--- src/hw/rtl/assert_macros.svh ---
// Assertion macros shared by the tracker RTL.
// Needs clk_i and rst_ni in the scope of every use.
`ifndef ASSERT_MACROS_SVH
`define ASSERT_MACROS_SVH

// Check a property on every rising clock edge outside reset
`define TWPT_ASSERT(lbl, prop, msg) \
  lbl: assert property (@(posedge clk_i) disable iff (!rst_ni) (prop)) else $error(msg);

// Check that a condition implies another in the next cycle
`define TWPT_ASSERT_NEXT(lbl, pre, post, msg) \
  lbl: assert property (@(posedge clk_i) disable iff (!rst_ni) (pre) |=> (post)) \
    else $error(msg);

`endif

--- src/hw/rtl/twpt_pkg.sv ---
// Package for the time window peak tracker: payload types, sizes,
// register indexes, controller states and control/status structs. No dependencies.
`default_nettype none

package twpt_pkg;

  localparam int unsigned DEPTH  = 1024;
  localparam int unsigned ADDR_W = (DEPTH > 1) ? $clog2(DEPTH) : 1;
  localparam int unsigned CNT_W  = 11;
  localparam int unsigned EXT_W  = ((ADDR_W > CNT_W) ? ADDR_W : CNT_W) + 1;
  localparam int unsigned VAL_W  = 32;
  localparam int unsigned TIME_W = 48;
  localparam int unsigned WIN_W  = 32;
  localparam int unsigned SUM_W  = VAL_W + CNT_W;
  localparam int unsigned DCNT_W = $clog2(SUM_W);
  localparam int unsigned CFG_IDX_W = 2;

  localparam logic [CFG_IDX_W-1:0] CFG_WINDOW   = CFG_IDX_W'(0);
  localparam logic [CFG_IDX_W-1:0] CFG_CAPACITY = CFG_IDX_W'(1);

  localparam logic [WIN_W-1:0] WINDOW_RESET   = WIN_W'(60000);
  localparam logic [CNT_W-1:0] CAPACITY_RESET = CNT_W'(1024);

  localparam logic CMD_SAMPLE = 1'b0;
  localparam logic CMD_CLEAR  = 1'b1;

  typedef struct packed {
    logic                     command;
    logic signed [VAL_W-1:0]  sample_value;
    logic        [TIME_W-1:0] sample_time;
  } in_item_t;

  typedef struct packed {
    logic signed [VAL_W-1:0]  max_value;
    logic        [TIME_W-1:0] peak_time;
    logic signed [VAL_W-1:0]  mean_value;
    logic        [CNT_W-1:0]  entry_count;
  } out_item_t;

  typedef enum logic [2:0] {
    ST_IDLE,
    ST_DROP_RD,
    ST_DROP_CHK,
    ST_APPEND,
    ST_SCAN,
    ST_SCAN_END,
    ST_DIV,
    ST_DONE
  } state_e;

  typedef struct packed {
    logic capture;   // latch the accepted item
    logic clear;     // empty the ring
    logic rd_oldest; // read the oldest entry
    logic drop;      // retire the oldest entry
    logic append;    // write the new sample
    logic scan;      // issue one scan read
    logic div_load;  // start the division
    logic div_step;  // one quotient bit
    logic out_load;  // move the result to the output register
  } ctrl_cmd_t;

  typedef struct packed {
    logic in_clear;
    logic held_zero;
    logic aged;
    logic scan_last;
    logic div_last;
    logic out_free;
  } dp_status_t;

endpackage

`default_nettype wire

--- src/hw/rtl/twpt_ctrl.sv ---
// Controller of the tracker: sequences drop, append, scan, division
// and output for each sample, and output only for a clear. Uses twpt_pkg.
`default_nettype none
`include "assert_macros.svh"

module twpt_ctrl (
  input  wire                  clk_i,
  input  wire                  rst_ni,
  input  wire                  in_valid_i,
  output logic                 in_stall_o,
  input  twpt_pkg::dp_status_t status_i,
  output twpt_pkg::ctrl_cmd_t  cmd_o
);
  import twpt_pkg::*;

  state_e state_q, state_d;
  logic   in_acc;

  assign in_acc = in_valid_i && (state_q == ST_IDLE);

  // Next state
  always_comb begin
    state_d = state_q;
    unique case (state_q)
      ST_IDLE: begin
        if (in_acc) begin
          state_d = status_i.in_clear ? ST_DONE : ST_DROP_RD;
        end
      end
      ST_DROP_RD:  state_d = status_i.held_zero ? ST_APPEND : ST_DROP_CHK;
      ST_DROP_CHK: state_d = status_i.aged ? ST_DROP_RD : ST_APPEND;
      ST_APPEND:   state_d = ST_SCAN;
      ST_SCAN:     state_d = status_i.scan_last ? ST_SCAN_END : ST_SCAN;
      ST_SCAN_END: state_d = ST_DIV;
      ST_DIV:      state_d = status_i.div_last ? ST_DONE : ST_DIV;
      ST_DONE:     state_d = status_i.out_free ? ST_IDLE : ST_DONE;
      default:     state_d = ST_IDLE;
    endcase
  end

  // Commands
  always_comb begin
    cmd_o = '0;
    unique case (state_q)
      ST_IDLE: begin
        cmd_o.capture = in_acc;
        cmd_o.clear   = in_acc && status_i.in_clear;
      end
      ST_DROP_RD:  cmd_o.rd_oldest = !status_i.held_zero;
      ST_DROP_CHK: cmd_o.drop      = status_i.aged;
      ST_APPEND:   cmd_o.append    = 1'b1;
      ST_SCAN:     cmd_o.scan      = 1'b1;
      ST_SCAN_END: cmd_o.div_load  = 1'b1;
      ST_DIV:      cmd_o.div_step  = 1'b1;
      ST_DONE:     cmd_o.out_load  = status_i.out_free;
      default:     cmd_o = '0;
    endcase
  end

  always_ff @(posedge clk_i or negedge rst_ni) begin
    if (!rst_ni) begin
      state_q <= ST_IDLE;
    end else begin
      state_q <= state_d;
    end
  end

  assign in_stall_o = (state_q != ST_IDLE);

  `TWPT_ASSERT_NEXT(a_done_to_idle, state_q == ST_DONE && status_i.out_free,
                    state_q == ST_IDLE, "result not released")
  `TWPT_ASSERT_NEXT(a_append_to_scan, state_q == ST_APPEND, state_q == ST_SCAN,
                    "append not followed by scan")
  `TWPT_ASSERT(a_one_phase, $onehot0({cmd_o.drop, cmd_o.append, cmd_o.scan, cmd_o.div_step}),
               "overlapping datapath phases")

endmodule

`default_nettype wire

--- config.mk ---
export PLATFORM = sky130hd
export DESIGN_NAME = twpt_ctrl
export DESIGN_NICKNAME = d
export VERILOG_FILES = /design/src/hw/rtl/twpt_pkg.sv /design/src/hw/rtl/twpt_ctrl.sv
export VERILOG_INCLUDE_DIRS = /design/src /design/src/hw/rtl
export SDC_FILE = /design/constraint.sdc
export NUM_CORES = 1
export LEC_CHECK = 0
export ABC_AREA = 1
export BUFFER_PORTS_ARGS = -buffer_cell sky130_fd_sc_hd__buf_2
export CORE_AREA = 5 5 42 44
export DETAILED_ROUTE_END_ITERATION = 7
export DIE_AREA = 0 0 47 49
export PLACE_DENSITY = 0.5
export SETUP_SLACK_MARGIN = 0.02
export SLEW_MARGIN = 10
export SYNTH_ARGS = -nofsm -noshare
export SYNTH_HDL_FRONTEND = slang
export SYNTH_SLANG_ARGS = --single-unit
--- constraint.sdc ---
create_clock -name clk_i -period 1.3 [get_ports clk_i]
set_input_delay 0.26 -clock clk_i [delete_from_list [all_inputs] [get_ports clk_i]]
set_output_delay 0.26 -clock clk_i [all_outputs]
set_load 0.02 [all_outputs]
* Word level (Yosys, flattened, before mapping)
Cells that the tools add are included.
Cells by class: add/sub/neg operators 0, multipliers 0, div/mod/pow operators 0, order comparisons 0, equal/unequal tests 8, shifts and indexed selects 0, mux-type cells 16, bitwise operators 0, reduce and logical (&&, ||, !) cells 5
Operators by type and width (count):
- $pmux 3 s8 | 1
- $eq 3x3->1 const B | 4
- $mux 1 | 10
- $mux 3 | 3
- $eq 3x2->1 const B | 2
- $mux 2 | 2
- $eq 3x1->1 const B | 1
- $logic_not 3->1 | 1
- $reduce_bool 3->1 | 1
- $logic_and 1x1->1 | 2
- $ne 2x2->1 const B | 1
- $logic_not 1->1 | 1
Word-level totals: flip-flop bits (word level) 3, latch bits 0, memory bits (writable) 0, memory bits (read-only) 0, output and inout port bits 10, word-level logic and storage cells 30, memories kept 0

* Logic depth before layout (Yosys ltp)
Gate-level depths: netlist of the first run.
depth in word-level cells 4, depth in mapped cells 6, depth with buffers taken out 5

* Worst setup path after synthesis of the first run
No wires, ideal clock.
kind register to output, start point register state_q[0], end point output port cmd_o[0] (netlist bit), arrival time 1259 ps, slack -219 ps, stages on the path, launching flop included 4, path buffers 1, cell sequence dfrtp_1 > buf_4 > inv_2 > nor4_1
RTL lines:
- start, declared | line twpt_ctrl.sv:16 | state_e state_q, state_d;
- start signal, assigned | line twpt_ctrl.sv:64 | state_q <= state_d;
- end, declared | line twpt_ctrl.sv:12 | output twpt_pkg::ctrl_cmd_t cmd_o

==> metrics.md, run 1 <==
| Metric | Value |
|---|---|
| Final Hold Fails | `0` |
| Hold Crit Depth | `3` |
| Io pins | `19` |
| H-tree Lvls | `1` |
| Pwr Density | `2524 mW/mm^2` |
| Die Width | `~47 um` |
| Placed wire-length estimate | `just under 700 um` |
| Max FFs per register | `3` |
| Max-slew violation count | `0` |
| Clk slew on worst S/H paths | `0.04 ns` |
| Syn Area/Cell | `7.245 um^2` |
| Worst EP arrival | `1.18 ns` |
| FF+latch count, synth | `3` |
| Num CTS Buffers | `3` |
| Count of cell types in the netlist | `20` |
| Post-synthesis cell count | `43` |
| Worst-path maximum fanout | `4` |
| Clock latency on the worst-skew pair | `around 0.23 ns` |
| Post-synthesis cell area | `311.5 um^2` |
| Sequential area share after synthesis | `0.2410` |
| Final min period | `1.444 ns` |
| Initial antenna violation count | `0` |
| WS Path Type | `register to output port` |
| Most frequent cells in the layout | `buf_4, buf_2, buf_6` |
| Period utilization | `1.111` |
| Root buffer cell | `clkbuf_4` |
| DP Area | `roughly 470 um^2` |
| Via count | `393` |
| Clock Path Buffers | `2` |
| Max Cap Viol | `0` |
| VDD IR max | `1.132 mV` |
| Post-synth net total | `52` |
| Post-route DRC | `0` |
| Die area | `roughly 0.0023 mm^2` |
| Setup Skew | `0.002220 ns` |
| Worst Path Required | `1.04 ns` |
| Max-slew headroom | `0.8507` |
| 1st-iter DRT viols | `2` |
| Fillers | `155` |
| Die Y | `a little under 50 um` |
| Reg with most FFs | `state_q` |
| Final wirelength | `843 um` |
| Core footprint | `0.001401 mm^2` |
| # diodes | `0` |
| Worst R2R Path Depth | `6` |
| GRT Overall Usage | `0.08668` |
| Routability Congestion | `0.7103` |
| Nets | `85` |
| Run status | `finished, violations left` |
| Grt ovf | `0` |
| # clock sinks | `3` |
| Row Count | `14` |
| Hold slack | `0.2993 ns` |
| Final Cell Area | `615.6 um^2` |
| DR vias/cell | `about 4.3` |
| Setup violators final | `10` |
| RSZ-0062 raised after global routing | `true` |
| Wire per inst | `9.264 um` |
| Startpoint Class | `register` |
| Biggest regs | `state_q x3` |
| Share of cells above drive strength 1 | `0.6933` |
| Commonest non-fill, non-tap cell in the layout | `buf_4` |
| Overall power | `1.554 mW` |
| Worst min-delay path class | `input port to register` |
| Fmax | `692.5 MHz` |
| Fin util | `0.4393` |
| LEAKAGE | `about 0.32 nW` |
| Synth Warn # | `0` |
| Vias in the first global route | `between 300 and 400` |
| DRT antenna net count | `0` |
| Initial Util | `0.2223` |
| Pre-antenna DRT Iters | `4` |
| Worst slew pin tran | `0.2230 ns` |
| TritonCTS clock tree | `yes` |
| Worst slack, placed | `0.001216 ns` |
| Buffers added on ports | `18` |
| Largest net degree at the start of global routing | `9` |
| Area Growth Syn to Fin | `97.59%` |
| Critical Path Sink Type | `output port` |
| Setup ws final | `-0.1441 ns` |
| First-pass GRT wire length | `roughly 1.5 mm` |
| Failing checks | `negative setup slack` |
==> cell type report <==
type                    instances  area (um^2)  share of cell area
clock buffers                   4        26.28             0.04268
well taps                      16        20.02             0.03252
inverters                       9        36.28             0.05894
flip-flops and latches          3        77.57              0.1260
repair buffers                 30        231.5              0.3760
multi-input cells              29        224.0              0.3638
==> power by group <==
| part | total (mW) | switching, mW | internal, mW |
|---|---|---|---|
| clock network | 0.156 | 0.0411 | 0.115 |
| registers | 0.247 | 0.0953 | 0.152 |
| logic | 1.15 | 0.602 | 0.549 |
| total | 1.55 | 0.738 | 0.816 |
==> worst paths after layout <==
path | start | slack (ns) | to
max in group asynchronous | rst_ni | 0.83 | state_q[0]
worst max register to register | state_q[0] | 0.16 | state_q[0]
min in group asynchronous | rst_ni | 0.35 | state_q[2]
worst min-delay path | in_valid_i | 0.30 | state_q[0]
worst max-delay path | state_q[0] | -0.14 | cmd_o[7]
worst min register to register | state_q[1] | 0.71 | state_q[0]
==> kinds of logic (layout without fill, tap and decap cells) <==
group,count (synthesis),after routing,synth area share
flops,3,3,0.2410
buf+inv,11,43,0.1767
simple gates,27,27,0.5422
compound gates,2,2,0.04015
==> cells in the mapped netlist <==
master | number | share of area
inv_1 | 6 | 0.072
nor2_1 | 6 | 0.072
nand3_1 | 4 | 0.064
nor3_1 | 4 | 0.064
dfrtp_1 | 3 | 0.24
nand4_1 | 3 | 0.060
inv_2 | 2 | 0.024
nand2_1 | 2 | 0.024
nand2_2 | 2 | 0.040
a21oi_1 | 1 | 0.016
buf_4 | 1 | 0.024
buf_6 | 1 | 0.036
inv_4 | 1 | 0.020
nand2_4 | 1 | 0.036
nand3b_1 | 1 | 0.024
nor2_2 | 1 | 0.020
nor2_8 | 1 | 0.064
nor3_4 | 1 | 0.052
nor4_1 | 1 | 0.020
o211ai_1 | 1 | 0.024
==> worst max-delay path, stage by stage, from the launching register on <==
cell     delay [ns]
dfrtp_2        0.45
nor2_8         0.15
nand2_4        0.06
nor2_2         0.09
nand2_2        0.06
inv_2          0.05
buf_6          0.10
==> per-stage QoR <==
stage	TNS (ns)	std cells
floorplan	-0.009574	43
global placement	0	82
detailed placement	0	82
CTS	-1.085	90
global route	-1.691	91
finish	-0.9650	91
==> what timing repair did <==
action / 4_1_cts / 5_1_grt
hold buffers: 1 / 0
endpoints found under the hold margin: 3 / 0
setup endpoints to repair: 10 / 11
setup buffers: 3 / 1
resized for setup: 20 / 6
pin swaps: 3 / 3
==> per-layer routing <==
layer / track usage / vias to the layer above / wire [um]
met1: 0.1101 / 171 / 398
li1: - / 207 / -
met5: 0 / - / 0
met2: 0.1176 / 15 / 375
met4: 0.05530 / 0 / 0
met3: 0.03321 / 0 / 68
(Power assumes the default switching activity.)
==> inputs of run 2 (changes only) <==
- BUFFER_PORTS_ARGS: -buffer_cell sky130_fd_sc_hd__buf_2 -> default
- DONT_BUFFER_PORTS: default -> 1
- PLACE_DENSITY: 0.5 -> default
==> metrics.md, run 2 (same netlist as run 1, synthesis figures left out) <==
| Metric | Value |
|---|---|
| Hold EP | `state_q[0]` |
| Hold_sp | `in_valid_i` |
| Startpoint Class | `register` |
| Fillers | `146` |
| Worst min-delay path class | `input port to register` |
| First-pass GRT wire length | `1.497 mm` |
| Most frequent CP cell | `buf_6` |
| Core footprint | `0.001401 mm^2` |
| Area Growth Syn to Fin | `82.33%` |
| Switching pwr | `0.7932 mW` |
| Period utilization | `1.108` |
| Pwr Density | `2759 mW/mm^2` |
| Clock share of power | `0.112` |
| Biggest regs | `state_q x3` |
| DRT antenna net count | `0` |
| Vias in the first global route | `367` |
| Overall power | `about 1.6 mW` |
| Hold Crit Depth | `2` |
| TritonCTS clock tree | `yes` |
| Worst R2R Path Depth | `6` |
| Comb power frac | `0.725` |
| Cell Count, Final, Fillers Out | `about 80` |
| Setup ws final | `-0.1407 ns` |
| Share of cells above drive strength 1 | `0.6190` |
| Placed cells | `68` |
| Routability Congestion | `~0.72` |
| Via count | `370` |
| Pre-antenna DRT Iters | `4` |
| # diodes | `0` |
| Buffers added on ports | `0` |
| H-tree Lvls | `1` |
| Largest net degree at the start of global routing | `9` |
| Wire per inst | `between 10 and 15 um` |
| # clock sinks | `3` |
| 1st-iter DRT viols | `6` |
| RSZ-0062 raised after global routing | `true` |
| Grt ovf | `0` |
| Seq pwr share | `0.163` |
| VDD IR max | `0.9225 mV` |
| Max Cap Viol | `0` |
| Setup violators final | `10` |
| DR vias/cell | `4.684` |
| Sw Ratio | `0.5061` |
| CP cell instances | `buf_6 -> nand2_4 -> nor3_4 -> buf_6` |
| CP peak stage delay | `0.45 ns` |
| Max stage delay cell, worst path | `dfrtp_2` |
| R2r setup slk | `around 0.14 ns` |
| Max-slew headroom | `0.7925` |
| Worst Path Required | `1.04 ns` |
| P_int | `0.7741 mW` |
| GRT Overall Usage | `0.09302` |
| Io pins | `19` |
| Post-route DRC | `0` |
| Final wirelength | `just over 900 um` |
| WS Path Type | `register to output port` |
| Clock Path Buffers | `2` |
| Clk slew on worst S/H paths | `about 0.04 ns` |
| Clock latency on the worst-skew pair | `0.25 ns` |
| Critical Path Sink Type | `output port` |
| Row Count | `14` |
| Fmax | `694.1 MHz` |
| Most frequent cells in the layout | `buf_4, buf_6, nor2_1` |
| Initial antenna violation count | `0` |
| Worst slew pin tran | `a little over 0.3 ns` |
| Die Y | `49 um` |
| R2r endpoint | `state_q[0]` |
| LEAKAGE | `0.2762 nW` |
| Max-slew violation count | `0` |
| Initial Util | `0.2223` |
| Run status | `finished, violations left` |
| Reg with most FFs | `state_q` |
| Crit Reg-Reg Startpoint | `state_q[2]` |
| Failing checks | `negative setup slack` |
| Placed wire-length estimate | `just under 700 um` |
| Num CTS Buffers | `3` |
| Final min period | `1.441 ns` |
| Nets | `73` |
| Final Hold Fails | `0` |
| Root buffer cell | `clkbuf_4` |
| Die area | `about 0.0023 mm^2` |
| Worst slack, placed | `0.02894 ns` |
| Worst-path maximum fanout | `5` |
| Die Width | `47 um` |
| Commonest non-fill, non-tap cell in the layout | `buf_4` |
| Setup Skew | `0.006915 ns` |
| Max FFs per register | `3` |
| Worst EP arrival | `roughly 1.2 ns` |
==> run 2: cell types whose count changed in the layout (fill, tap and decap cells not counted), sizes merged <==
cell	previous run	this run
buf	29	17
==> run 2: power groups by stage <==
stage / logic, mW / clock network, mW / registers [mW]
2_1_floorplan: 0.668 / 0 / 0.185
3_3_place_gp: 0.827 / 0 / 0.228
3_5_place_dp: 0.837 / 0 / 0.232
4_1_cts: 1.02 / 0.174 / 0.255
5_1_grt: 1.23 / 0.193 / 0.264
6_report: 1.14 / 0.175 / 0.256
==> run 2: worst max path at each step <==
stage,start,to,cells past startpoint
6_report,state_q[0],cmd_o[6],4
5_1_grt,state_q[0],cmd_o[0],3
3_3_place_gp,state_q[2],cmd_o[0],3
2_1_floorplan,state_q[2],cmd_o[0],3
3_5_place_dp,state_q[2],cmd_o[0],3
4_1_cts,state_q[0],cmd_o[0],3
==> run 2: repair_timing <==
item	in CTS	in global routing
endpoints found under the hold margin	3	0
pin swaps	6	1
hold buffers	1	0
setup buffers	5	1
endpoints found under the setup margin	10	10
resized for setup	13	8
==> run 2: area by class of cell <==
class                           instances  area [um^2]  area share
Multi-Input combinational cell         29        240.2      0.4229
Timing Repair Buffer                   18        160.2      0.2819
Sequential cell                         3        77.57      0.1366
Inverter                                9        43.79     0.07709
Clock buffer                            4        26.28     0.04626
Tap cell                               16        20.02     0.03524
==> run 2: routing by layer <==
| metal | routed length, um | up-vias | global-route usage | share of wire |
|---|---|---|---|---|
| li1 | - | 180 | - | - |
| met1 | 364 | 169 | 0.1035 | 0.39 |
| met2 | 460 | 18 | 0.1244 | 0.49 |
| met3 | 75 | 3 | 0.04428 | 0.081 |
| met4 | 29 | 0 | 0.08295 | 0.031 |
| met5 | 0 | - | 0 | 0 |
==> run 2: through the flow <==
step                hold slack (ns)    util  area [um^2]  setup TNS (ns)
finish                       0.1660  0.4054        568.0          -1.070
floorplan                  -0.03559       -        327.8       -0.009574
global placement           -0.03547  0.2938        411.6               0
detailed placement         -0.03550  0.2938        411.6               0
global route                 0.1665  0.4054        568.0          -1.583
CTS                          0.1741  0.3723        521.8          -1.165
==> run 2: worst max-delay path, delay by kind of cell, from the launching register on <==
family                 cells  cell delay [ns]
flip-flops                 1             0.45
AND/OR/NAND/NOR            2             0.19
buffers and inverters      2             0.28
